`src/design/efcu_pkg.sv`:
```
package efcu_pkg;

    localparam int VECTOR_FRAC_BITS = 14;
    localparam int POSITION_WIDTH   = 32;

    typedef enum logic [1:0] {
        OP_ROTATE  = 2'd0,
        OP_MOVE    = 2'd1,
        OP_RESTART = 2'd2,
        OP_NONE    = 2'd3
    } op_t;

    localparam logic [2:0] DIR_FORWARD  = 3'd0;
    localparam logic [2:0] DIR_BACKWARD = 3'd1;
    localparam logic [2:0] DIR_LEFT     = 3'd2;
    localparam logic [2:0] DIR_RIGHT    = 3'd3;
    localparam logic [2:0] DIR_UP       = 3'd4;
    localparam logic [2:0] DIR_DOWN     = 3'd5;

    localparam logic [1:0] REG_START_X    = 2'd0;
    localparam logic [1:0] REG_START_Y    = 2'd1;
    localparam logic [1:0] REG_START_Z    = 2'd2;
    localparam logic [1:0] REG_MOVE_SPEED = 2'd3;

    localparam logic [15:0] MOVE_SPEED_RESET = 16'd640;

    // angles in Q8 degrees
    localparam logic [16:0] DEG45  = 17'd11520;
    localparam logic [16:0] DEG89  = 17'd22784;
    localparam logic [16:0] DEG90  = 17'd23040;
    localparam logic [16:0] DEG180 = 17'd46080;
    localparam logic [17:0] DEG360 = 18'd92160;

    localparam logic [22:0] DEG_TO_RAD = 23'd4685083;
    localparam logic [28:0] Q28_ONE    = 29'h1000_0000;

    typedef enum logic [4:0] {
        U_ENTRY, U_RAD, U_SQR, U_DIV, U_XT, U_RT, U_HALF, U_STORE,
        U_B0, U_B2, U_B6, U_B8, U_BSINGLE, U_VEL, U_MV0, U_MV1, U_MV2
    } uop_t;

    typedef enum logic [2:0] {D42, D20, D6, D56, D30, D12} div_t;

    typedef enum logic [2:0] {
        ST_BOOT, ST_IDLE, ST_DISPATCH, ST_ISSUE, ST_WB, ST_DONE
    } state_t;

    typedef struct packed {
        uop_t uop;
        logic pitch_sel;
        div_t dv;
        logic last;
    } uentry_t;

    typedef struct packed {
        logic boot;
        logic load;
        logic issue;
        logic wb;
        logic out_load;
        uop_t uop;
        logic pitch_sel;
        div_t dv;
    } cmd_t;

    typedef struct packed {
        op_t op;
    } stat_t;

    localparam int PC_W = 6;
    localparam logic [PC_W-1:0] PC_ENTRY = 6'd0;
    localparam logic [PC_W-1:0] PC_MOVE  = 6'd38;

    function automatic logic [31:0] recip(input div_t d);
        logic [31:0] v;
        case (d)
            D42:     v = 32'd102261126;
            D20:     v = 32'd214748364;
            D6:      v = 32'd715827882;
            D56:     v = 32'd76695844;
            D30:     v = 32'd143165576;
            D12:     v = 32'd357913941;
            default: v = 32'd0;
        endcase
        return v;
    endfunction

    function automatic logic [5:0] divisor(input div_t d);
        logic [5:0] v;
        case (d)
            D42:     v = 6'd42;
            D20:     v = 6'd20;
            D6:      v = 6'd6;
            D56:     v = 6'd56;
            D30:     v = 6'd30;
            D12:     v = 6'd12;
            default: v = 6'd1;
        endcase
        return v;
    endfunction

    // microprogram: entry, yaw trig, pitch trig, basis, then move
    function automatic uentry_t prog(input logic [PC_W-1:0] pc);
        uentry_t e;
        logic [4:0] k;
        e = '{uop: U_ENTRY, pitch_sel: 1'b0, dv: D42, last: 1'b0};
        if (pc >= 6'd1 && pc <= 6'd32) begin
            e.pitch_sel = (pc >= 6'd17);
            k = e.pitch_sel ? 5'(pc - 6'd17) : 5'(pc - 6'd1);
            case (k)
                5'd0:    e.uop = U_RAD;
                5'd1:    e.uop = U_SQR;
                5'd2:    begin e.uop = U_DIV; e.dv = D42; end
                5'd3:    e.uop = U_XT;
                5'd4:    begin e.uop = U_DIV; e.dv = D20; end
                5'd5:    e.uop = U_XT;
                5'd6:    begin e.uop = U_DIV; e.dv = D6; end
                5'd7:    e.uop = U_RT;
                5'd8:    begin e.uop = U_DIV; e.dv = D56; end
                5'd9:    e.uop = U_XT;
                5'd10:   begin e.uop = U_DIV; e.dv = D30; end
                5'd11:   e.uop = U_XT;
                5'd12:   begin e.uop = U_DIV; e.dv = D12; end
                5'd13:   e.uop = U_XT;
                5'd14:   e.uop = U_HALF;
                default: e.uop = U_STORE;
            endcase
        end else begin
            case (pc)
                6'd33:   e.uop = U_B0;
                6'd34:   e.uop = U_B2;
                6'd35:   e.uop = U_B6;
                6'd36:   e.uop = U_B8;
                6'd37:   begin e.uop = U_BSINGLE; e.last = 1'b1; end
                6'd38:   e.uop = U_VEL;
                6'd39:   e.uop = U_MV0;
                6'd40:   e.uop = U_MV1;
                6'd41:   begin e.uop = U_MV2; e.last = 1'b1; end
                default: e.uop = U_ENTRY;
            endcase
        end
        return e;
    endfunction

endpackage

```
`src/design/efcu_cfg.sv`:
```
module efcu_cfg (
    input  logic        aclk,
    input  logic        aresetn,
    input  logic        psel,
    input  logic        penable,
    input  logic        pwrite,
    input  logic [3:0]  paddr,
    input  logic [31:0] pwdata,
    output logic [31:0] prdata,
    output logic        pready,
    output logic signed [31:0] start_x,
    output logic signed [31:0] start_y,
    output logic signed [31:0] start_z,
    output logic [15:0] move_speed
);
    import efcu_pkg::*;

    logic signed [31:0] start_x_reg, start_y_reg, start_z_reg;
    logic [15:0] move_speed_reg;
    logic wr;

    assign pready = 1'b1;
    assign wr     = psel & penable & pwrite;

    always_ff @(posedge aclk) begin
        if (!aresetn) begin
            start_x_reg    <= '0;
            start_y_reg    <= '0;
            start_z_reg    <= '0;
            move_speed_reg <= MOVE_SPEED_RESET;
        end else if (wr) begin
            unique case (paddr[3:2])
                REG_START_X:    start_x_reg    <= pwdata;
                REG_START_Y:    start_y_reg    <= pwdata;
                REG_START_Z:    start_z_reg    <= pwdata;
                REG_MOVE_SPEED: move_speed_reg <= pwdata[15:0];
                default: ;
            endcase
        end
    end

    always_comb begin
        unique case (paddr[3:2])
            REG_START_X:    prdata = start_x_reg;
            REG_START_Y:    prdata = start_y_reg;
            REG_START_Z:    prdata = start_z_reg;
            REG_MOVE_SPEED: prdata = {16'd0, move_speed_reg};
            default:        prdata = '0;
        endcase
    end

    assign start_x    = start_x_reg;
    assign start_y    = start_y_reg;
    assign start_z    = start_z_reg;
    assign move_speed = move_speed_reg;

endmodule

```
`config.mk`:
```
export PLATFORM = sky130hd
export DESIGN_NAME = efcu_cfg
export DESIGN_NICKNAME = d
export VERILOG_FILES = /design/src/design/efcu_pkg.sv /design/src/design/efcu_cfg.sv
export SDC_FILE = /design/constraint.sdc
export NUM_CORES = 1
export LEC_CHECK = 0
export BUFFER_PORTS_ARGS = -buffer_cell sky130_fd_sc_hd__clkbuf_2
export CAP_MARGIN = 15
export CORE_MARGIN = 2
export CORE_UTILIZATION = 49
export CTS_CLUSTER_DIAMETER = 120
export CTS_CLUSTER_SIZE = 20
export DETAILED_ROUTE_END_ITERATION = 10
export GPL_ROUTABILITY_DRIVEN = 0
export PLACE_DENSITY = 0.8
export SLEW_MARGIN = 20
export SYNTH_ARGS = -nofsm -noshare
export SYNTH_HDL_FRONTEND = slang
export SYNTH_SLANG_ARGS = --single-unit
export TNS_END_PERCENT = 10
```
`constraint.sdc`:
```
create_clock -name aclk -period 2.65 [get_ports aclk]
set_input_delay 0.795 -clock aclk [delete_from_list [all_inputs] [get_ports aclk]]
set_output_delay 0.795 -clock aclk [all_outputs]
set_load 0.05 [all_outputs]
```
==> impl_metrics.json <==
{
  "status": "completed",
  "relSlewSlack_pct": 63.3,
  "ant_nets": 0,
  "hold-path-endpoint": "start_x[12]",
  "postSynthAreaPerCell_sq_um": 10.2,
  "start_util_pct": 50.2,
  "cts_buffer_depth": 2,
  "fin_ws_ns": 0.00717,
  "finalCritPeriodShare_pct": 99.7,
  "min_path_cells": 2,
  "crit_fanout": 15,
  "num_vias": 4146,
  "cts_tree": "yes",
  "synth_common_cells": "nand2_1 (159), mux2i_1 (126), dfxtp_1 (112), o21ai_0 (17), mux4_2 (16)",
  "dr.pass1.iters": 5,
  "crit_type": "primary input to output pin",
  "num-nets-final": 698,
  "fp-row-count": 36,
  "clock_sinks": 112,
  "cts.clk_slew.worst_paths_ns": 0.10,
  "powerDensity_nw_per_um2": 487,
  "final_max_slew_viol_count": 0,
  "rr_startpoint": "move_speed[9]",
  "synth_area_sq_um": 4880,
  "routed_wl_um": 12900,
  "clk_latency_ns": 0.35,
  "root_buffer": "clkbuf_8",
  "cts_setup_buffers": 0,
  "drc": 0,
  "die_width_um": 104,
  "finClkSkew_ns": 0,
  "synthFlopType": "dfxtp_1",
  "worst-r2r-cell-count": 2,
  "hp-class": "flip-flop to flip-flop",
  "cp_top_family": "multiplexers",
  "dp_slack_ns": -0.0859,
  "critical_path.max_stage_delay_ns": 0.54,
  "synthTopCellsByArea": "dfxtp_1 (46%), mux2i_1 (26%), nand2_1 (12%)",
  "grt_pass1_wl_um": 20900,
  "io_pins": 186,
  "rsz0062_at_grt": "yes",
  "synth_edf_count": 0,
  "track_usage_pct": 23.6,
  "ctsHtreeMaxLevel": 3,
  "min-delay-start": "start_x[12]",
  "setup_violations": 0,
  "hold_buffers": 0,
  "finalWorstPathRequiredPeriod_ns": 2.64,
  "tightest_slew_ns": 0.551,
  "end_kind": "output pin",
  "r2r_setup_slack_ns": 1.91,
  "placed_area_sq_um": 6090,
  "grt_start_max_net_pins": 145,
  "start_kind": "primary input",
  "synth_most_common_cell": "nand2_1",
  "routed_via_density": 5.22,
  "die-area_sq_um": 10800,
  "hold_violations": 0,
  "yosys_warnings": 0,
  "chipHeight_um": 104,
  "max_freq_mhz": 378,
  "antenna_cells": 0,
  "core-area_sq_um": 9730,
  "hpwlAfterDp_um": 9350,
  "syn-instance-count": 481,
  "cap_violations": 0,
  "cts_buffers": 9,
  "seq_area_frac_synth_pct": 45.9,
  "worst_ep_required_time_ns": 1.86,
  "wire_per_inst_um": 16.3,
  "r2r-end": "move_speed[9]",
  "p_leak_nw": 2.92,
  "synth_area_leader_cell": "dfxtp_1",
  "slowest_stage": "mux4_2",
  "ir_drop_mv": 0.357,
  "path_buf_inv": 3,
  "arrival_ns": 1.85,
  "cts_resized": 39,
  "area_growth_pct": 32.3,
  "antenna_found_initial": 0,
  "synth_nets": 522,
  "drt-initial-drc-count": 161,
  "path_cells": "clkbuf_8, buf_12, mux4_2, buf_4",
  "port_buffers": 182,
  "gr-total-overflow": 0,
  "async_reset_ff_share_pct": 0,
  "synth-seq-cells": 112,
  "first_global_vias": 4261,
  "yosysTopAreaCellShare_pct": 45.9,
  "drive_above_1_share_pct": 38.4,
  "fin_area_sq_um": 6460,
  "synth_cell_types": 21
}
-- worst reg2reg max path: cells and delay by family (launching register included) --
family | cells | cell delay, ns
flops | 1 | 0.36
compound gates | 2 | 0.22
-- report_power, final --
group	total, mW	switching, mW	internal [mW]
combinational	0.386	0.259	0.127
sequential	1.72	0.0185	1.70
clock	1.04	0.589	0.448
-- how the worst max path moves through the flow --
stage	cells after the start	from	slack, ns	end
after floorplan	4	paddr[2]	-0.14	prdata[23]
after global placement	4	paddr[2]	-0.05	prdata[7]
after detailed placement	4	paddr[2]	-0.09	prdata[0]
after CTS	7	paddr[2]	0.0002	prdata[16]
after global routing	4	paddr[2]	-0.02	prdata[3]
final	4	paddr[2]	0.007	prdata[3]
-- final cells by class --
cell class,count,area (sq um)
repair buffers,204,1330
well taps,133,166
fillers,805,3270
multi-input cells,328,2520
flip-flops and latches,112,2240
clock inverters,7,78.8
clock buffers,9,124
inverters,2,7.51
-- cell families after synthesis --
group | Yosys count | share of synthesized area (%)
AND/OR/NAND/NOR | 165 | 13.4
AO/OA/AOI/OAI | 20 | 2.20
flip-flops | 112 | 45.9
multiplexers | 142 | 33.2
buffers and inverters | 41 | 5.25
other | 1 | 0.0768
-- per-stage QoR --
step	instances	utilization, %	setup TNS [ns]	power, mW	hold slack (ns)
floorplan	481	-	-2.33	2.02	0.681
global placement	779	62.6	-0.732	2.12	0.453
detailed placement	779	62.6	-1.53	2.14	0.463
CTS	795	66.2	0	3.16	0.478
global route	795	66.4	-0.0205	3.26	0.499
finish	795	66.4	0	3.15	0.472
-- placed cells by master (no fill, tap or decap), drive strengths merged, types with 2 or more instances in the layout --
cell      Yosys  final
mux2i       126    126
clkbuf       14    181
clkinvlp      0      2
mux4         16     16
dfxtp       112    112
inv           2      4
nand2       159    159
clkinv        0      2
o311ai        2      2
buf          25     32
o21ai        18     18
-- metal layers --
metal  wire length, um  vias to the layer above  global-route usage (%)
met5                 0                        -                       0
met4               174                        0                    6.66
met3               573                       14                    4.66
met2              6990                      117                    43.6
met1              5200                     2033                    27.7
li1                  -                     1982                       -
No activity file was read; power rests on OpenSTA's default activity.
