### src/design/efcu_pkg.sv
package efcu_pkg;

    localparam int VECTOR_FRAC_BITS = 14;
    localparam int POSITION_WIDTH   = 32;

    typedef enum logic [1:0] {
        OP_ROTATE  = 2'd0,
        OP_MOVE    = 2'd1,
        OP_RESTART = 2'd2,
        OP_NONE    = 2'd3
    } op_t;

    localparam logic [2:0] DIR_FORWARD  = 3'd0;
    localparam logic [2:0] DIR_BACKWARD = 3'd1;
    localparam logic [2:0] DIR_LEFT     = 3'd2;
    localparam logic [2:0] DIR_RIGHT    = 3'd3;
    localparam logic [2:0] DIR_UP       = 3'd4;
    localparam logic [2:0] DIR_DOWN     = 3'd5;

    localparam logic [1:0] REG_START_X    = 2'd0;
    localparam logic [1:0] REG_START_Y    = 2'd1;
    localparam logic [1:0] REG_START_Z    = 2'd2;
    localparam logic [1:0] REG_MOVE_SPEED = 2'd3;

    localparam logic [15:0] MOVE_SPEED_RESET = 16'd640;

    // angles in Q8 degrees
    localparam logic [16:0] DEG45  = 17'd11520;
    localparam logic [16:0] DEG89  = 17'd22784;
    localparam logic [16:0] DEG90  = 17'd23040;
    localparam logic [16:0] DEG180 = 17'd46080;
    localparam logic [17:0] DEG360 = 18'd92160;

    localparam logic [22:0] DEG_TO_RAD = 23'd4685083;
    localparam logic [28:0] Q28_ONE    = 29'h1000_0000;

    typedef enum logic [4:0] {
        U_ENTRY, U_RAD, U_SQR, U_DIV, U_XT, U_RT, U_HALF, U_STORE,
        U_B0, U_B2, U_B6, U_B8, U_BSINGLE, U_VEL, U_MV0, U_MV1, U_MV2
    } uop_t;

    typedef enum logic [2:0] {D42, D20, D6, D56, D30, D12} div_t;

    typedef enum logic [2:0] {
        ST_BOOT, ST_IDLE, ST_DISPATCH, ST_ISSUE, ST_WB, ST_DONE
    } state_t;

    typedef struct packed {
        uop_t uop;
        logic pitch_sel;
        div_t dv;
        logic last;
    } uentry_t;

    typedef struct packed {
        logic boot;
        logic load;
        logic issue;
        logic wb;
        logic out_load;
        uop_t uop;
        logic pitch_sel;
        div_t dv;
    } cmd_t;

    typedef struct packed {
        op_t op;
    } stat_t;

    localparam int PC_W = 6;
    localparam logic [PC_W-1:0] PC_ENTRY = 6'd0;
    localparam logic [PC_W-1:0] PC_MOVE  = 6'd38;

    function automatic logic [31:0] recip(input div_t d);
        logic [31:0] v;
        case (d)
            D42:     v = 32'd102261126;
            D20:     v = 32'd214748364;
            D6:      v = 32'd715827882;
            D56:     v = 32'd76695844;
            D30:     v = 32'd143165576;
            D12:     v = 32'd357913941;
            default: v = 32'd0;
        endcase
        return v;
    endfunction

    function automatic logic [5:0] divisor(input div_t d);
        logic [5:0] v;
        case (d)
            D42:     v = 6'd42;
            D20:     v = 6'd20;
            D6:      v = 6'd6;
            D56:     v = 6'd56;
            D30:     v = 6'd30;
            D12:     v = 6'd12;
            default: v = 6'd1;
        endcase
        return v;
    endfunction

    // microprogram: entry, yaw trig, pitch trig, basis, then move
    function automatic uentry_t prog(input logic [PC_W-1:0] pc);
        uentry_t e;
        logic [4:0] k;
        e = '{uop: U_ENTRY, pitch_sel: 1'b0, dv: D42, last: 1'b0};
        if (pc >= 6'd1 && pc <= 6'd32) begin
            e.pitch_sel = (pc >= 6'd17);
            k = e.pitch_sel ? 5'(pc - 6'd17) : 5'(pc - 6'd1);
            case (k)
                5'd0:    e.uop = U_RAD;
                5'd1:    e.uop = U_SQR;
                5'd2:    begin e.uop = U_DIV; e.dv = D42; end
                5'd3:    e.uop = U_XT;
                5'd4:    begin e.uop = U_DIV; e.dv = D20; end
                5'd5:    e.uop = U_XT;
                5'd6:    begin e.uop = U_DIV; e.dv = D6; end
                5'd7:    e.uop = U_RT;
                5'd8:    begin e.uop = U_DIV; e.dv = D56; end
                5'd9:    e.uop = U_XT;
                5'd10:   begin e.uop = U_DIV; e.dv = D30; end
                5'd11:   e.uop = U_XT;
                5'd12:   begin e.uop = U_DIV; e.dv = D12; end
                5'd13:   e.uop = U_XT;
                5'd14:   e.uop = U_HALF;
                default: e.uop = U_STORE;
            endcase
        end else begin
            case (pc)
                6'd33:   e.uop = U_B0;
                6'd34:   e.uop = U_B2;
                6'd35:   e.uop = U_B6;
                6'd36:   e.uop = U_B8;
                6'd37:   begin e.uop = U_BSINGLE; e.last = 1'b1; end
                6'd38:   e.uop = U_VEL;
                6'd39:   e.uop = U_MV0;
                6'd40:   e.uop = U_MV1;
                6'd41:   begin e.uop = U_MV2; e.last = 1'b1; end
                default: e.uop = U_ENTRY;
            endcase
        end
        return e;
    endfunction

endpackage

### src/design/efcu_ctrl.sv
module efcu_ctrl (
    input  logic            aclk,
    input  logic            aresetn,
    input  logic            s_tvalid,
    output logic            s_tready,
    output logic            m_tvalid,
    input  logic            m_tready,
    input  efcu_pkg::stat_t stat,
    output efcu_pkg::cmd_t  cmd
);
    import efcu_pkg::*;

    state_t state_reg, state_next;
    logic [PC_W-1:0] pc_reg, pc_next;
    logic boot_reg, boot_next;
    logic m_valid_reg, m_valid_next;
    uentry_t entry;

    always_ff @(posedge aclk) begin
        if (!aresetn) begin
            state_reg   <= ST_BOOT;
            pc_reg      <= '0;
            boot_reg    <= 1'b0;
            m_valid_reg <= 1'b0;
        end else begin
            state_reg   <= state_next;
            pc_reg      <= pc_next;
            boot_reg    <= boot_next;
            m_valid_reg <= m_valid_next;
        end
    end

    always_comb begin
        entry        = prog(pc_reg);
        state_next   = state_reg;
        pc_next      = pc_reg;
        boot_next    = boot_reg;
        m_valid_next = m_valid_reg & ~m_tready;
        s_tready     = 1'b0;
        cmd          = '0;
        cmd.uop       = entry.uop;
        cmd.pitch_sel = entry.pitch_sel;
        cmd.dv        = entry.dv;
        unique case (state_reg)
            ST_BOOT: begin
                cmd.boot   = 1'b1;
                boot_next  = 1'b1;
                state_next = ST_DISPATCH;
            end
            ST_IDLE: begin
                s_tready = 1'b1;
                if (s_tvalid) begin
                    cmd.load   = 1'b1;
                    state_next = ST_DISPATCH;
                end
            end
            ST_DISPATCH: begin
                unique case (stat.op) inside
                    OP_ROTATE, OP_RESTART: begin
                        pc_next    = PC_ENTRY;
                        state_next = ST_ISSUE;
                    end
                    OP_MOVE: begin
                        pc_next    = PC_MOVE;
                        state_next = ST_ISSUE;
                    end
                    default: state_next = ST_DONE;
                endcase
            end
            ST_ISSUE: begin
                cmd.issue  = 1'b1;
                state_next = ST_WB;
            end
            ST_WB: begin
                cmd.wb = 1'b1;
                if (entry.last) begin
                    state_next = boot_reg ? ST_IDLE : ST_DONE;
                    boot_next  = 1'b0;
                end else begin
                    pc_next    = pc_reg + 1'b1;
                    state_next = ST_ISSUE;
                end
            end
            ST_DONE: begin
                if (!m_valid_reg || m_tready) begin
                    cmd.out_load = 1'b1;
                    m_valid_next = 1'b1;
                    state_next   = ST_IDLE;
                end
            end
            default: state_next = ST_BOOT;
        endcase
    end

    assign m_tvalid = m_valid_reg;

endmodule

### config.mk
export PLATFORM = sky130hd
export DESIGN_NAME = efcu_ctrl
export DESIGN_NICKNAME = d
export VERILOG_FILES = /design/src/design/efcu_pkg.sv /design/src/design/efcu_ctrl.sv
export SDC_FILE = /design/constraint.sdc
export NUM_CORES = 1
export LEC_CHECK = 0
export BUFFER_PORTS_ARGS = -buffer_cell sky130_fd_sc_hd__buf_2
export CORE_AREA = 3 3 53 55
export CTS_BUF_LIST = sky130_fd_sc_hd__clkbuf_16
export CTS_CLUSTER_SIZE = 8
export DETAILED_ROUTE_END_ITERATION = 8
export DIE_AREA = 0 0 56 58
export MAX_ROUTING_LAYER = met4
export PLACE_DENSITY = 0.76
export SYNTH_ARGS = -nofsm -noshare
export SYNTH_HDL_FRONTEND = slang
export SYNTH_SLANG_ARGS = --single-unit
### constraint.sdc
create_clock -name aclk -period 2.6 [get_ports aclk]
set_input_delay 0.26 -clock aclk [delete_from_list [all_inputs] [get_ports aclk]]
set_output_delay 0.26 -clock aclk [all_outputs]
set_load 0.02 [all_outputs]
==> impl_results.md <==
- Layout cells sized above 1: 23.7%
- TNS Setup: 0 ns
- Reg2Reg Setup Slack: 0.64 ns
- RSZ-0062 raised after global routing: false
- Largest area contributor in the netlist: dfxtp_1
- Worst R2R Start: pc_reg[2]
- Worst Tran Pin Value: 0.555 ns
- Clock Tree Buf Depth: 2
- Multi-input logic area: 1030 um^2
- Fill count: 219
- Area share of the largest cell type after synthesis: 16.4%
- Final WL: 3540 um
- Syn Inst Count: 192
- Htree depth: 1
- CP delay by family, top: simple AND/OR/NAND/NOR gates
- Maximum fanout along the worst path: 14
- Top achievable clock speed: 0.403 GHz
- Initial antenna violation count: 0
- Reg2Reg Capture Point: pc_reg[3]
- Period utilization: 95.4%
- CTS Sinks: 11
- Comb pwr share: 45.1%
- Clk_lat worst skew: 0.24 ns
- Mapped cell area: 1340 um^2
- Finished Layout Cells: 241
- CP required: 2.34 ns
- #FFs+latches synth: 11
- WHS: 0.339 ns
- Hold Crit Start: aresetn
- Worst path bufs/invs: 2
- Critical path cell sequence: buf_4, ha_1, nor3_1, or4_1, a21boi_1, o311ai_1, buf_2
- Setup bufs post-CTS: 0
- Via count: 1452
- Fin crit period: 2.48 ns
- Initial DRC count: 38
- Starting Density: 55.2%
- Synth cell types: 49
- Pint: 558 uW
- Synth warn: 0
- Storage element area: 220 um^2
- Power Density: 572 nW/um^2
- Pin count of the biggest net entering global routing: 16
- First-pass GRT wire length: 6120 um
- Final core occ: 64.9%
- Clock transition at the registers of the reported paths: 0.04 ns
- Gp weighted congestion: 1.01
- Syn nets: 203
- Design Area, Final: 1580 um^2
- Psw: 346 uW
- Hold Vio Cnt, Final: 0
- Max_cap viols: 0
- Core Box Area: 2430 um^2
- TritonCTS Buffers: 3
- Port bufs: 21
- Leakage power total: 0.715 nW
- Post-Syn Area per Cell: 7.00 um^2
- Critical Path Source: pc_reg[1]
- Sequential share of power: 23.8%
- Critical-path top delay cell: or4_1
- Drt drc: 0
- Ys flop type: dfxtp_1
- Final antenna-violating net count: 0
- Gr ovfl total: 0
- Sequential element share of the synthesized area: 16.4%
- Die Y: 58 um
- Setup CP Type: reg -> out
- Depth of the worst register-to-register path: 5
- Slew Viols, Final: 0
- Hold_buf cts: 0
- DP HPWL: 2610 um
- CP peak stage delay: 0.51 ns
- Top area cells in the synthesized netlist: dfxtp_1, a21oi_1, nand2_1, o21ai_0, ha_1
- CP arrival: 2.22 ns
- FP Rows: 18
- Die width: 56 um
- Switching share of power: 38.3%
- Post-DR vias/cell: 6.02
- IO Pins: 22
- Run status: completed
- Wirelength per Cell: 14.7 um
- Critical path endpoint category: output port
- Pre-antenna DRT Iters: 4
- CP Capture Point: cmd[6]
- Worst-case vdd ir drop: 484 uV
- Critical path depth: 7
- Final setup vio count: 0
- Largest register FFs: 6
- Area delta synth->final: 17.5%
- Layout Nets: 223
- Clk_skew: 0.00159 ns
- Clk pwr share: 31.1%
- EDFF count, synth: 0
- Placed inst area: 1490 um^2
- CTS root buf: clkbuf_16
- CTS tree: done
- Setup crit start kind: flip-flop
- Inst Count DP: 237
- Hold Crit Class: in -> reg
- Post-synth ARST share: 0%
- DIE AREA: 3250 um^2
- Diode count: 0
- Slew headroom: 63.0%
- Vias in the first global route: 1371
- Total GRT Usage: 24.0%
-- how the worst min path moves through the flow --
stage / endpoint / slack (ns) / cells after the start
floorplan: pc_reg[3] / 0.42 / 1
global placement: boot_reg / 0.51 / 2
detailed placement: boot_reg / 0.51 / 2
CTS: state_reg[0] / 0.34 / 2
global route: state_reg[0] / 0.36 / 2
finish: state_reg[0] / 0.34 / 2
-- worst reg2reg max path, delay by kind of cell (launching register included) --
family	cells	cell delay, ns
AOI/OAI and AO/OA	3	0.77
DFF	1	0.66
and+or+nand+nor	1	0.21
xor gates and xnor gates	1	0.20
-- final cells by class --
cell class / instances / share of cell area, %
Multi-Input combinational cell: 157 / 65.4
Sequential cell: 11 / 13.9
Timing Repair Buffer: 31 / 11.4
Clock buffer: 3 / 4.75
Tap cell: 30 / 2.38
Inverter: 8 / 1.90
Clock inverter: 1 / 0.238
-- through the flow --
step,power [mW],setup WS [ns]
2_1_floorplan,0.503,0.166
3_3_place_gp,0.600,0.332
3_5_place_dp,0.611,0.308
4_1_cts,0.894,0.0520
5_1_grt,0.959,0.00209
6_report,0.903,0.121
-- synthesized netlist by cell type (2+ instances only) --
cell      number
o31ai_1        2
nand3_1        3
a21boi_1       2
o21a_1         2
and3_1         4
inv_1          8
clkbuf_1       7
nand2_1       19
mux2i_1        5
o211ai_1       3
nor2_1        13
nor3_1         9
nand4_1        2
buf_2          9
a31oi_1        3
a21oi_1       15
ha_1           5
xor2_1         3
a22o_1         2
a21boi_0       3
or2_2          4
nand2b_1       7
dfxtp_1       11
and2_1         5
nor2b_1        6
xnor2_1        2
or3b_2         3
a211oi_1       2
o21ai_0       13
-- logic make-up (layout without fill, tap and decap cells) --
family | Yosys count | in the layout | share of synthesized area (%)
AOI/OAI and AO/OA | 62 | 62 | 30.9
buffers and inverters | 24 | 43 | 7.54
muxes | 5 | 5 | 3.72
DFF | 11 | 11 | 16.4
and+or+nand+nor | 80 | 80 | 33.5
xor gates and xnor gates | 5 | 5 | 3.26
adders and majority gates | 5 | 5 | 4.66
-- routing by layer --
layer  vias to the layer above  part of all wire (%)  global-route usage, %
li1                        728                     -                      -
met1                       660                    44                   28.8
met2                        52                    47                   38.6
met3                        12                   5.4                   4.01
met4                         0                   3.5                   12.9
met5                         -                     0                      -
-- power groups by stage --
stage | logic [mW] | registers [mW] | clock network, mW
floorplan | 0.307 | 0.196 | 0
global placement | 0.385 | 0.214 | 0
detailed placement | 0.395 | 0.216 | 0
CTS | 0.397 | 0.213 | 0.283
global route | 0.447 | 0.219 | 0.294
finish | 0.408 | 0.215 | 0.281
-- timing repair --
item | CTS | global route
gates resized for setup | 0 | 4
endpoints found under the setup margin | 0 | 4
hold endpoints to repair | 0 | 0
-- placed cells by master, fill, tap and decap left out, types with 2 or more instances in the layout --
cell type / synthesis / layout
inv_1: 8 / 9
a31oi_1: 3 / 3
ha_1: 5 / 4
and3_1: 4 / 4
a21boi_0: 3 / 3
xnor2_1: 2 / 2
mux2i_1: 5 / 4
a21oi_1: 15 / 15
a21boi_1: 2 / 2
buf_2: 9 / 21
and2_1: 5 / 5
a211oi_1: 2 / 2
nand3_1: 3 / 3
o21ai_0: 13 / 12
nor2b_1: 6 / 6
nor2_1: 13 / 13
clkbuf_16: 0 / 3
dfxtp_1: 11 / 11
or2_2: 4 / 4
xor2_1: 3 / 3
nand4_1: 2 / 2
buf_4: 0 / 10
nor3_1: 9 / 9
o31ai_1: 2 / 2
or3b_2: 3 / 3
nand2_1: 19 / 19
nand2b_1: 7 / 7
a22o_1: 2 / 2
o21a_1: 2 / 2
o211ai_1: 3 / 3
(Power assumes the default switching activity.)
