===== src/design/efcu_pkg.sv =====
package efcu_pkg;

    localparam int VECTOR_FRAC_BITS = 14;
    localparam int POSITION_WIDTH   = 32;

    typedef enum logic [1:0] {
        OP_ROTATE  = 2'd0,
        OP_MOVE    = 2'd1,
        OP_RESTART = 2'd2,
        OP_NONE    = 2'd3
    } op_t;

    localparam logic [2:0] DIR_FORWARD  = 3'd0;
    localparam logic [2:0] DIR_BACKWARD = 3'd1;
    localparam logic [2:0] DIR_LEFT     = 3'd2;
    localparam logic [2:0] DIR_RIGHT    = 3'd3;
    localparam logic [2:0] DIR_UP       = 3'd4;
    localparam logic [2:0] DIR_DOWN     = 3'd5;

    localparam logic [1:0] REG_START_X    = 2'd0;
    localparam logic [1:0] REG_START_Y    = 2'd1;
    localparam logic [1:0] REG_START_Z    = 2'd2;
    localparam logic [1:0] REG_MOVE_SPEED = 2'd3;

    localparam logic [15:0] MOVE_SPEED_RESET = 16'd640;

    // angles in Q8 degrees
    localparam logic [16:0] DEG45  = 17'd11520;
    localparam logic [16:0] DEG89  = 17'd22784;
    localparam logic [16:0] DEG90  = 17'd23040;
    localparam logic [16:0] DEG180 = 17'd46080;
    localparam logic [17:0] DEG360 = 18'd92160;

    localparam logic [22:0] DEG_TO_RAD = 23'd4685083;
    localparam logic [28:0] Q28_ONE    = 29'h1000_0000;

    typedef enum logic [4:0] {
        U_ENTRY, U_RAD, U_SQR, U_DIV, U_XT, U_RT, U_HALF, U_STORE,
        U_B0, U_B2, U_B6, U_B8, U_BSINGLE, U_VEL, U_MV0, U_MV1, U_MV2
    } uop_t;

    typedef enum logic [2:0] {D42, D20, D6, D56, D30, D12} div_t;

    typedef enum logic [2:0] {
        ST_BOOT, ST_IDLE, ST_DISPATCH, ST_ISSUE, ST_WB, ST_DONE
    } state_t;

    typedef struct packed {
        uop_t uop;
        logic pitch_sel;
        div_t dv;
        logic last;
    } uentry_t;

    typedef struct packed {
        logic boot;
        logic load;
        logic issue;
        logic wb;
        logic out_load;
        uop_t uop;
        logic pitch_sel;
        div_t dv;
    } cmd_t;

    typedef struct packed {
        op_t op;
    } stat_t;

    localparam int PC_W = 6;
    localparam logic [PC_W-1:0] PC_ENTRY = 6'd0;
    localparam logic [PC_W-1:0] PC_MOVE  = 6'd38;

    function automatic logic [31:0] recip(input div_t d);
        logic [31:0] v;
        case (d)
            D42:     v = 32'd102261126;
            D20:     v = 32'd214748364;
            D6:      v = 32'd715827882;
            D56:     v = 32'd76695844;
            D30:     v = 32'd143165576;
            D12:     v = 32'd357913941;
            default: v = 32'd0;
        endcase
        return v;
    endfunction

    function automatic logic [5:0] divisor(input div_t d);
        logic [5:0] v;
        case (d)
            D42:     v = 6'd42;
            D20:     v = 6'd20;
            D6:      v = 6'd6;
            D56:     v = 6'd56;
            D30:     v = 6'd30;
            D12:     v = 6'd12;
            default: v = 6'd1;
        endcase
        return v;
    endfunction

    // microprogram: entry, yaw trig, pitch trig, basis, then move
    function automatic uentry_t prog(input logic [PC_W-1:0] pc);
        uentry_t e;
        logic [4:0] k;
        e = '{uop: U_ENTRY, pitch_sel: 1'b0, dv: D42, last: 1'b0};
        if (pc >= 6'd1 && pc <= 6'd32) begin
            e.pitch_sel = (pc >= 6'd17);
            k = e.pitch_sel ? 5'(pc - 6'd17) : 5'(pc - 6'd1);
            case (k)
                5'd0:    e.uop = U_RAD;
                5'd1:    e.uop = U_SQR;
                5'd2:    begin e.uop = U_DIV; e.dv = D42; end
                5'd3:    e.uop = U_XT;
                5'd4:    begin e.uop = U_DIV; e.dv = D20; end
                5'd5:    e.uop = U_XT;
                5'd6:    begin e.uop = U_DIV; e.dv = D6; end
                5'd7:    e.uop = U_RT;
                5'd8:    begin e.uop = U_DIV; e.dv = D56; end
                5'd9:    e.uop = U_XT;
                5'd10:   begin e.uop = U_DIV; e.dv = D30; end
                5'd11:   e.uop = U_XT;
                5'd12:   begin e.uop = U_DIV; e.dv = D12; end
                5'd13:   e.uop = U_XT;
                5'd14:   e.uop = U_HALF;
                default: e.uop = U_STORE;
            endcase
        end else begin
            case (pc)
                6'd33:   e.uop = U_B0;
                6'd34:   e.uop = U_B2;
                6'd35:   e.uop = U_B6;
                6'd36:   e.uop = U_B8;
                6'd37:   begin e.uop = U_BSINGLE; e.last = 1'b1; end
                6'd38:   e.uop = U_VEL;
                6'd39:   e.uop = U_MV0;
                6'd40:   e.uop = U_MV1;
                6'd41:   begin e.uop = U_MV2; e.last = 1'b1; end
                default: e.uop = U_ENTRY;
            endcase
        end
        return e;
    endfunction

endpackage


===== src/design/efcu_dp.sv =====
module efcu_dp #(
    parameter int VECTOR_FRAC_BITS = efcu_pkg::VECTOR_FRAC_BITS,
    parameter int POSITION_WIDTH   = efcu_pkg::POSITION_WIDTH
) (
    input  logic                aclk,
    input  efcu_pkg::cmd_t      cmd,
    output efcu_pkg::stat_t     stat,
    input  logic [55:0]         s_tdata,
    input  logic [1:0]          s_tuser,
    input  logic signed [31:0]  start_x,
    input  logic signed [31:0]  start_y,
    input  logic signed [31:0]  start_z,
    input  logic [15:0]         move_speed,
    output logic [239:0]        m_tdata
);
    import efcu_pkg::*;

    localparam int VEC_W = VECTOR_FRAC_BITS + 2;
    localparam int PW    = POSITION_WIDTH;
    localparam int EW    = (PW > 32 ? PW : 32) + 1;
    localparam int S1    = 28 - VECTOR_FRAC_BITS;
    localparam int S2    = 56 - VECTOR_FRAC_BITS;
    localparam int SM    = VECTOR_FRAC_BITS + 8;
    localparam logic signed [EW-1:0] POS_HI = {{(EW-PW+1){1'b0}}, {(PW-1){1'b1}}};
    localparam logic signed [EW-1:0] POS_LO = ~POS_HI;

    function automatic logic signed [VEC_W-1:0] rnd28(input logic signed [29:0] v);
        logic [29:0] mag;
        logic [29:0] r;
        logic signed [VEC_W-1:0] rv;
        mag = v[29] ? 30'(-v) : 30'(v);
        r   = (mag + (30'd1 << (S1 - 1))) >> S1;
        rv  = VEC_W'(r);
        return v[29] ? -rv : rv;
    endfunction

    function automatic logic signed [VEC_W-1:0] rnd56(input logic signed [65:0] v);
        logic [65:0] mag;
        logic [65:0] r;
        logic signed [VEC_W-1:0] rv;
        mag = v[65] ? 66'(-v) : 66'(v);
        r   = (mag + (66'd1 << (S2 - 1))) >> S2;
        rv  = VEC_W'(r);
        return v[65] ? -rv : rv;
    endfunction

    function automatic logic signed [EW-1:0] rndmv(input logic signed [65:0] v);
        logic [65:0] mag;
        logic [65:0] r;
        logic signed [EW-1:0] rv;
        mag = v[65] ? 66'(-v) : 66'(v);
        r   = (mag + (66'd1 << (SM - 1))) >> SM;
        rv  = EW'(r);
        return v[65] ? -rv : rv;
    endfunction

    function automatic logic signed [PW-1:0] sat(input logic signed [EW-1:0] v);
        logic signed [EW-1:0] c;
        if (v > POS_HI)      c = POS_HI;
        else if (v < POS_LO) c = POS_LO;
        else                 c = v;
        return PW'(c);
    endfunction

    op_t                op_reg;
    logic signed [15:0] yaw_off_reg, pitch_off_reg;
    logic [2:0]         dir_reg;
    logic [15:0]        ts_reg;
    logic signed [16:0] yaw_reg;
    logic signed [15:0] pitch_reg;
    logic signed [PW-1:0]    pos_reg [3];
    logic signed [VEC_W-1:0] basis_reg [9];
    logic [27:0] r_reg, x2_reg, w_reg, s_oct_reg;
    logic [28:0] t_reg, c_oct_reg;
    logic sneg_reg, cneg_reg, swap_reg;
    logic signed [29:0] sy_reg, cy_reg, sp_reg, cp_reg;
    logic [31:0] vel_reg;
    logic signed [65:0] prod_reg;
    logic [239:0] m_tdata_reg;

    // angle folding
    logic signed [16:0] ang;
    logic [16:0] amag, afold, red_m;
    logic red_sneg, red_cneg, red_swap;

    always_comb begin
        ang      = cmd.pitch_sel ? 17'(pitch_reg) : yaw_reg;
        red_sneg = ang[16];
        amag     = red_sneg ? 17'(-ang) : 17'(ang);
        if (amag > DEG180) amag = DEG180;
        red_cneg = (amag > DEG90);
        afold    = red_cneg ? DEG180 - amag : amag;
        red_swap = (afold > DEG45);
        red_m    = red_swap ? DEG90 - afold : afold;
    end

    // move direction decode
    logic [3:0] mv_idx;
    logic [1:0] mv_base, mv_i;
    logic mv_neg, mv_ok;

    always_comb begin
        case (dir_reg) inside
            DIR_FORWARD, DIR_BACKWARD: mv_base = 2'd0;
            DIR_LEFT, DIR_RIGHT:       mv_base = 2'd1;
            DIR_UP, DIR_DOWN:          mv_base = 2'd2;
            default:                   mv_base = 2'd0;
        endcase
        mv_neg = (dir_reg == DIR_BACKWARD) || (dir_reg == DIR_LEFT) || (dir_reg == DIR_DOWN);
        mv_ok  = (dir_reg <= DIR_DOWN);
        case (cmd.uop)
            U_MV1:   mv_i = 2'd1;
            U_MV2:   mv_i = 2'd2;
            default: mv_i = 2'd0;
        endcase
        mv_idx = 4'(mv_base) * 4'd3 + 4'(mv_i);
    end

    // shared multiplier operands
    logic [27:0] div_src;
    logic signed [32:0] mul_a, mul_b;

    assign div_src = (cmd.dv == D42 || cmd.dv == D56) ? x2_reg : w_reg;

    always_comb begin
        mul_a = '0;
        mul_b = '0;
        unique case (cmd.uop)
            U_RAD: begin mul_a = $signed(33'(red_m));  mul_b = $signed(33'(DEG_TO_RAD)); end
            U_SQR: begin mul_a = $signed(33'(r_reg));  mul_b = $signed(33'(r_reg)); end
            U_DIV: begin
                mul_a = $signed(33'(div_src));
                mul_b = $signed(33'(recip(cmd.dv)));
            end
            U_XT:  begin mul_a = $signed(33'(x2_reg)); mul_b = $signed(33'(t_reg)); end
            U_RT:  begin mul_a = $signed(33'(r_reg));  mul_b = $signed(33'(t_reg)); end
            U_B0:  begin mul_a = 33'(cy_reg); mul_b = 33'(cp_reg); end
            U_B2:  begin mul_a = 33'(sy_reg); mul_b = 33'(cp_reg); end
            U_B6:  begin mul_a = 33'(cy_reg); mul_b = 33'(sp_reg); end
            U_B8:  begin mul_a = 33'(sy_reg); mul_b = 33'(sp_reg); end
            U_VEL: begin
                mul_a = $signed(33'(move_speed));
                mul_b = $signed(33'(ts_reg));
            end
            U_MV0, U_MV1, U_MV2: begin
                mul_a = 33'(basis_reg[mv_idx]);
                mul_b = $signed(33'(vel_reg));
            end
            default: ;
        endcase
    end

    // division correction
    logic [27:0] q0, q;
    logic [33:0] qn, rem;
    logic [28:0] t_next;

    always_comb begin
        q0     = prod_reg[59:32];
        qn     = 34'(q0) * 34'(divisor(cmd.dv));
        rem    = 34'(div_src) - qn;
        q      = (rem >= 34'(divisor(cmd.dv))) ? q0 + 28'd1 : q0;
        t_next = Q28_ONE - 29'(q);
    end

    // angle update
    logic signed [17:0] yaw_sum;
    logic signed [16:0] pitch_sum;
    logic signed [16:0] yaw_next;
    logic signed [15:0] pitch_next;

    always_comb begin
        yaw_sum = 18'(yaw_reg) + 18'(yaw_off_reg);
        if (yaw_sum >= $signed({1'b0, DEG180}))       yaw_sum = yaw_sum - $signed(DEG360);
        else if (yaw_sum < -$signed({1'b0, DEG180}))  yaw_sum = yaw_sum + $signed(DEG360);
        yaw_next  = 17'(yaw_sum);
        pitch_sum = 17'(pitch_reg) + 17'(pitch_off_reg);
        if (pitch_sum > $signed(DEG89))       pitch_sum = $signed(DEG89);
        else if (pitch_sum < -$signed(DEG89)) pitch_sum = -$signed(DEG89);
        pitch_next = 16'(pitch_sum);
    end

    // sign fix of octant results
    logic [28:0] sv, cv;
    logic signed [29:0] s_next, c_next;

    always_comb begin
        sv     = swap_reg ? c_oct_reg : 29'(s_oct_reg);
        cv     = swap_reg ? 29'(s_oct_reg) : c_oct_reg;
        s_next = sneg_reg ? -$signed(30'(sv)) : $signed(30'(sv));
        c_next = cneg_reg ? -$signed(30'(cv)) : $signed(30'(cv));
    end

    // position update
    logic signed [EW-1:0] mv_d, mv_cur, mv_new;

    always_comb begin
        mv_d   = rndmv(prod_reg);
        mv_cur = EW'(pos_reg[mv_i]);
        mv_new = mv_neg ? mv_cur - mv_d : mv_cur + mv_d;
    end

    always_ff @(posedge aclk) begin
        if (cmd.boot) op_reg <= OP_RESTART;
        if (cmd.load) begin
            op_reg        <= op_t'(s_tuser);
            yaw_off_reg   <= s_tdata[15:0];
            pitch_off_reg <= s_tdata[31:16];
            dir_reg       <= s_tdata[34:32];
            ts_reg        <= s_tdata[50:35];
        end
        if (cmd.issue) prod_reg <= mul_a * mul_b;
        if (cmd.wb) begin
            unique case (cmd.uop)
                U_ENTRY: begin
                    if (op_reg == OP_ROTATE) begin
                        yaw_reg   <= yaw_next;
                        pitch_reg <= pitch_next;
                    end else begin
                        yaw_reg    <= -$signed(DEG89);
                        pitch_reg  <= '0;
                        pos_reg[0] <= sat(EW'(start_x));
                        pos_reg[1] <= sat(EW'(start_y));
                        pos_reg[2] <= sat(EW'(start_z));
                    end
                end
                U_RAD: begin
                    r_reg    <= prod_reg[35:8];
                    sneg_reg <= red_sneg;
                    cneg_reg <= red_cneg;
                    swap_reg <= red_swap;
                end
                U_SQR:  x2_reg    <= prod_reg[55:28];
                U_DIV:  t_reg     <= t_next;
                U_XT:   w_reg     <= prod_reg[55:28];
                U_RT:   s_oct_reg <= prod_reg[55:28];
                U_HALF: c_oct_reg <= Q28_ONE - 29'(w_reg >> 1);
                U_STORE: begin
                    if (cmd.pitch_sel) begin
                        sp_reg <= s_next;
                        cp_reg <= c_next;
                    end else begin
                        sy_reg <= s_next;
                        cy_reg <= c_next;
                    end
                end
                U_B0: basis_reg[0] <= rnd56(prod_reg);
                U_B2: basis_reg[2] <= rnd56(prod_reg);
                U_B6: basis_reg[6] <= -rnd56(prod_reg);
                U_B8: basis_reg[8] <= -rnd56(prod_reg);
                U_BSINGLE: begin
                    basis_reg[1] <= rnd28(sp_reg);
                    basis_reg[3] <= -rnd28(sy_reg);
                    basis_reg[4] <= '0;
                    basis_reg[5] <= rnd28(cy_reg);
                    basis_reg[7] <= rnd28(cp_reg);
                end
                U_VEL: vel_reg <= prod_reg[31:0];
                U_MV0, U_MV1, U_MV2: begin
                    if (mv_ok) pos_reg[mv_i] <= sat(mv_new);
                end
                default: ;
            endcase
        end
        if (cmd.out_load) begin
            for (int i = 0; i < 3; i++) begin
                m_tdata_reg[32*i +: 32] <= 32'(EW'(pos_reg[i]));
            end
            for (int j = 0; j < 9; j++) begin
                m_tdata_reg[96 + 16*j +: 16] <= 16'(32'(basis_reg[j]));
            end
        end
    end

    assign stat.op = op_reg;
    assign m_tdata = m_tdata_reg;

endmodule


===== config.mk =====
export PLATFORM = sky130hd
export DESIGN_NAME = efcu_dp
export DESIGN_NICKNAME = d
export VERILOG_FILES = /design/src/design/efcu_pkg.sv /design/src/design/efcu_dp.sv
export SDC_FILE = /design/constraint.sdc
export NUM_CORES = 2
export LEC_CHECK = 0
export BUFFER_PORTS_ARGS = -buffer_cell sky130_fd_sc_hd__buf_4
export CORE_MARGIN = 1.5
export CORE_UTILIZATION = 50
export CTS_BUF_LIST = sky130_fd_sc_hd__clkbuf_4
export CTS_CLUSTER_DIAMETER = 150
export DETAILED_ROUTE_END_ITERATION = 16
export PLACE_DENSITY = 0.67
export SYNTH_ARGS = -nofsm -noshare
export SYNTH_HDL_FRONTEND = slang
export SYNTH_SLANG_ARGS = --single-unit

===== constraint.sdc =====
create_clock -name aclk -period 24.2 [get_ports aclk]
set_input_delay 3.63 -clock aclk [delete_from_list [all_inputs] [get_ports aclk]]
set_output_delay 3.63 -clock aclk [all_outputs]
set_load 0.05 [all_outputs]

==> impl_metrics.yaml <==
sta:
  finalSetupViolCount: 0
  tns_ns: 0
  drv_slew: 0
  max_freq_mhz: 46.7
  slew_headroom_pct: 14.2
  hold_viol: 0
  finalCriticalPeriod_ns: 21.40
  tightest_slew_ns: 1.28
  fin_crit_sh_pct: 88.4
  finClkSkew_ns: 0.0863
  worst_hold_slack_ns: 0.416
  rsz0062_at_grt: "no"
worst_setup_path:
  r2r-end: "prod_reg[58]"
  crit_slowest_cell: "a31oi_1"
  r2r_start: "yaw_reg[0]"
  start_kind: "input port"
  critPathCaptureType: "register"
  cp_num_buf_inv: 6
  r2r_slack_ns: 5.18
  r2r_cells: 56
  path_class: "input port to register"
  critical-path-max-stage-delay_ns: 0.92
  path_delay_family: "compound AO/OA/AOI/OAI gates"
  cp_data_arrival_time_ns: 22.46
  path_max_fanout: 40
  path_common_cell: "fa_1"
  crit_required_ns: 25.26
grt:
  antenna_found_initial: 18
  overflow: 0
  grt_pass1_vias: 73952
  grt_max_degree: 83
  grt_pass1_wl_um: 469000
  grt_usage_pct: 33.2
synthesis:
  yosysUniqueCellTypes: 104
  syn_inst: 9380
  yosysWarnings: 0
  synthTopCellsByArea: "edfxtp_1 (30%), fa_1 (26%), inv_1 (5.2%), nand2_1 (5.1%), ha_1 (4.9%)"
  synth_top_area_cell: "edfxtp_1"
  synth-seq-cells: 920
  synthArstFlopShare_pct: 0
  synth_edf_count: 920
  yosysSeqAreaShare_pct: 29.5
  synth_area_um2: 93500
  synth_area_per_cell_um2: 9.97
  post-synth-top-area-fraction_pct: 29.5
  yosys_most_used_dff: "edfxtp_1"
cts:
  numCtsBuffers: 241
  postCtsSetupRepairBufs: 0
  htreeDepth: 4
  cts_root_buffer: "clkbuf_4"
  postCtsHoldBufs: 0
  ctsResizeCount: 0
  clkTransAtPathRegs_ns: 0.08
  clockBufferDepth: 3
  cts_tree: "yes"
  clkLatencyLatePin_ns: 1.33
  cts.sinks: 920
hold_path:
  hold_class: "register to register"
  whs_path_depth: 0
  min_from: "basis_reg[2][1]"
  holdPathEnd: "m_tdata[129]"
die:
  start_util_pct: 50.4
  core_area_um2: 186000
  die_h_um: 435
  fp.dieW_um: 435
  placementRows: 158
  die_area_um2: 190000
  ios: 427
final_layout:
  drive_above_1_share_pct: 12.0
  nets: 11504
  multiInputGateArea_um2: 59300
  nFillCells: 16356
  largest_reg_flops: 224
  areaGrowthSynthToFinish_pct: 9.68
  regArea_um2: 27600
  layout.cells.non_filler: 12426
drt:
  drc_errors: 0
  routed_wl_um: 315000
  drtAntennaViolNets: 0
  via_per_inst: 5.91
  drtPass1Iterations: 8
  vias: 73445
  drt_iter0_markers: 7487
  avgRoutedWirePerCell_um: 25.3
placement:
  place_congestion: 1.03
  portBuffers: 405
  dp.cells: 11985
  dp_hpwl_um: 246000
power_and_ir_drop:
  ir_worst_vdd_mv: 0.212
  p_per_area_nw_per_um2: 115
  power_mw: 11.8
  power.leakage_nw: 44.2
job:
  cap_violations: 0
outcome:
  status: "completed"
==> worst max-delay path by stage <==
stage | from | cells past startpoint | endpoint
finish | cmd[3] | 57 | prod_reg[58]
global route | cmd[3] | 58 | prod_reg[58]
CTS | cmd[3] | 57 | prod_reg[58]
detailed placement | cmd[3] | 57 | prod_reg[58]
global placement | cmd[3] | 57 | prod_reg[58]
floorplan | cmd[3] | 64 | prod_reg[58]
==> report_power, final <==
group          total [mW]  internal [mW]  switching, mW
clock                1.42          0.701          0.716
combinational        8.29           3.01           5.28
sequential           2.10           2.01         0.0879
total                11.8           5.72           6.08
==> cell families after synthesis <==
| family | synth area share (%) |
|---|---|
| mux | 2.72 |
| simple gates | 14.0 |
| compound gates | 9.87 |
| xor+xnor | 5.86 |
| other cells | 0.00401 |
| fa+ha+maj | 30.7 |
| flops | 29.5 |
| buf+inv | 7.32 |
==> Yosys cell counts (39+ instances only) <==
master and count:
a21o_1 98, a21oi_1 359, a221oi_1 40, a22oi_1 66, a31oi_1 59, and2_1 105
and3_1 52, clkbuf_1 398, edfxtp_1 920, fa_1 1205, ha_1 366, inv_1 1305
mux2_2 39, mux2i_1 174, nand2_1 1263, nand2b_1 77, nand3_1 143, nand4_1 66
nor2_1 582, nor2b_1 56, nor3_1 160, nor4_1 60, o21a_1 45, o21ai_0 294
o21ai_1 58, o21ai_2 49, o31ai_1 50, or3_1 72, xnor2_1 388, xor2_1 235
==> per-stage QoR <==
step | instance area (um^2) | setup WS, ns | utilization (%)
after floorplan | 93600 | 5.17 | -
after global placement | 99400 | 1.81 | 53.5
after detailed placement | 99400 | 1.63 | 53.5
after CTS | 103000 | 3.08 | 55.2
after global routing | 103000 | 1.55 | 55.2
final | 103000 | 2.80 | 55.3
==> cell type report <==
type                       instances  area share [%]
clock buffer                     334            2.44
inverter                        1309            4.79
timing repair buffer             582            4.27
multi-input combinational       6694            57.8
sequential                       920            26.9
tap                             2480            3.03
clock inverter                    94           0.655
antenna                           13          0.0317
==> metal layers <==
layer  share of wire (%)  up-vias  track usage, %
li1                    -    32041               -
met1                  37    36511            41.4
met2                  45     4096            51.1
met3                  10      793            8.26
met4                 7.5        4            22.1
met5              0.0098        -               0
==> placed cells by master (no fill, tap or decap), types with 64 or more instances in the layout <==
| master | count |
|---|---|
| a21o_1 | 98 |
| a21oi_1 | 359 |
| a22oi_1 | 66 |
| and2_1 | 104 |
| buf_4 | 581 |
| clkbuf_4 | 334 |
| clkinv_1 | 64 |
| edfxtp_1 | 920 |
| fa_1 | 1204 |
| ha_1 | 365 |
| inv_1 | 1305 |
| mux2i_1 | 173 |
| nand2_1 | 1260 |
| nand2b_1 | 77 |
| nand3_1 | 139 |
| nand4_1 | 66 |
| nor2_1 | 569 |
| nor3_1 | 154 |
| o21ai_0 | 291 |
| or3_1 | 72 |
| xnor2_1 | 386 |
| xor2_1 | 235 |
Power figures use the tool's default switching activity.
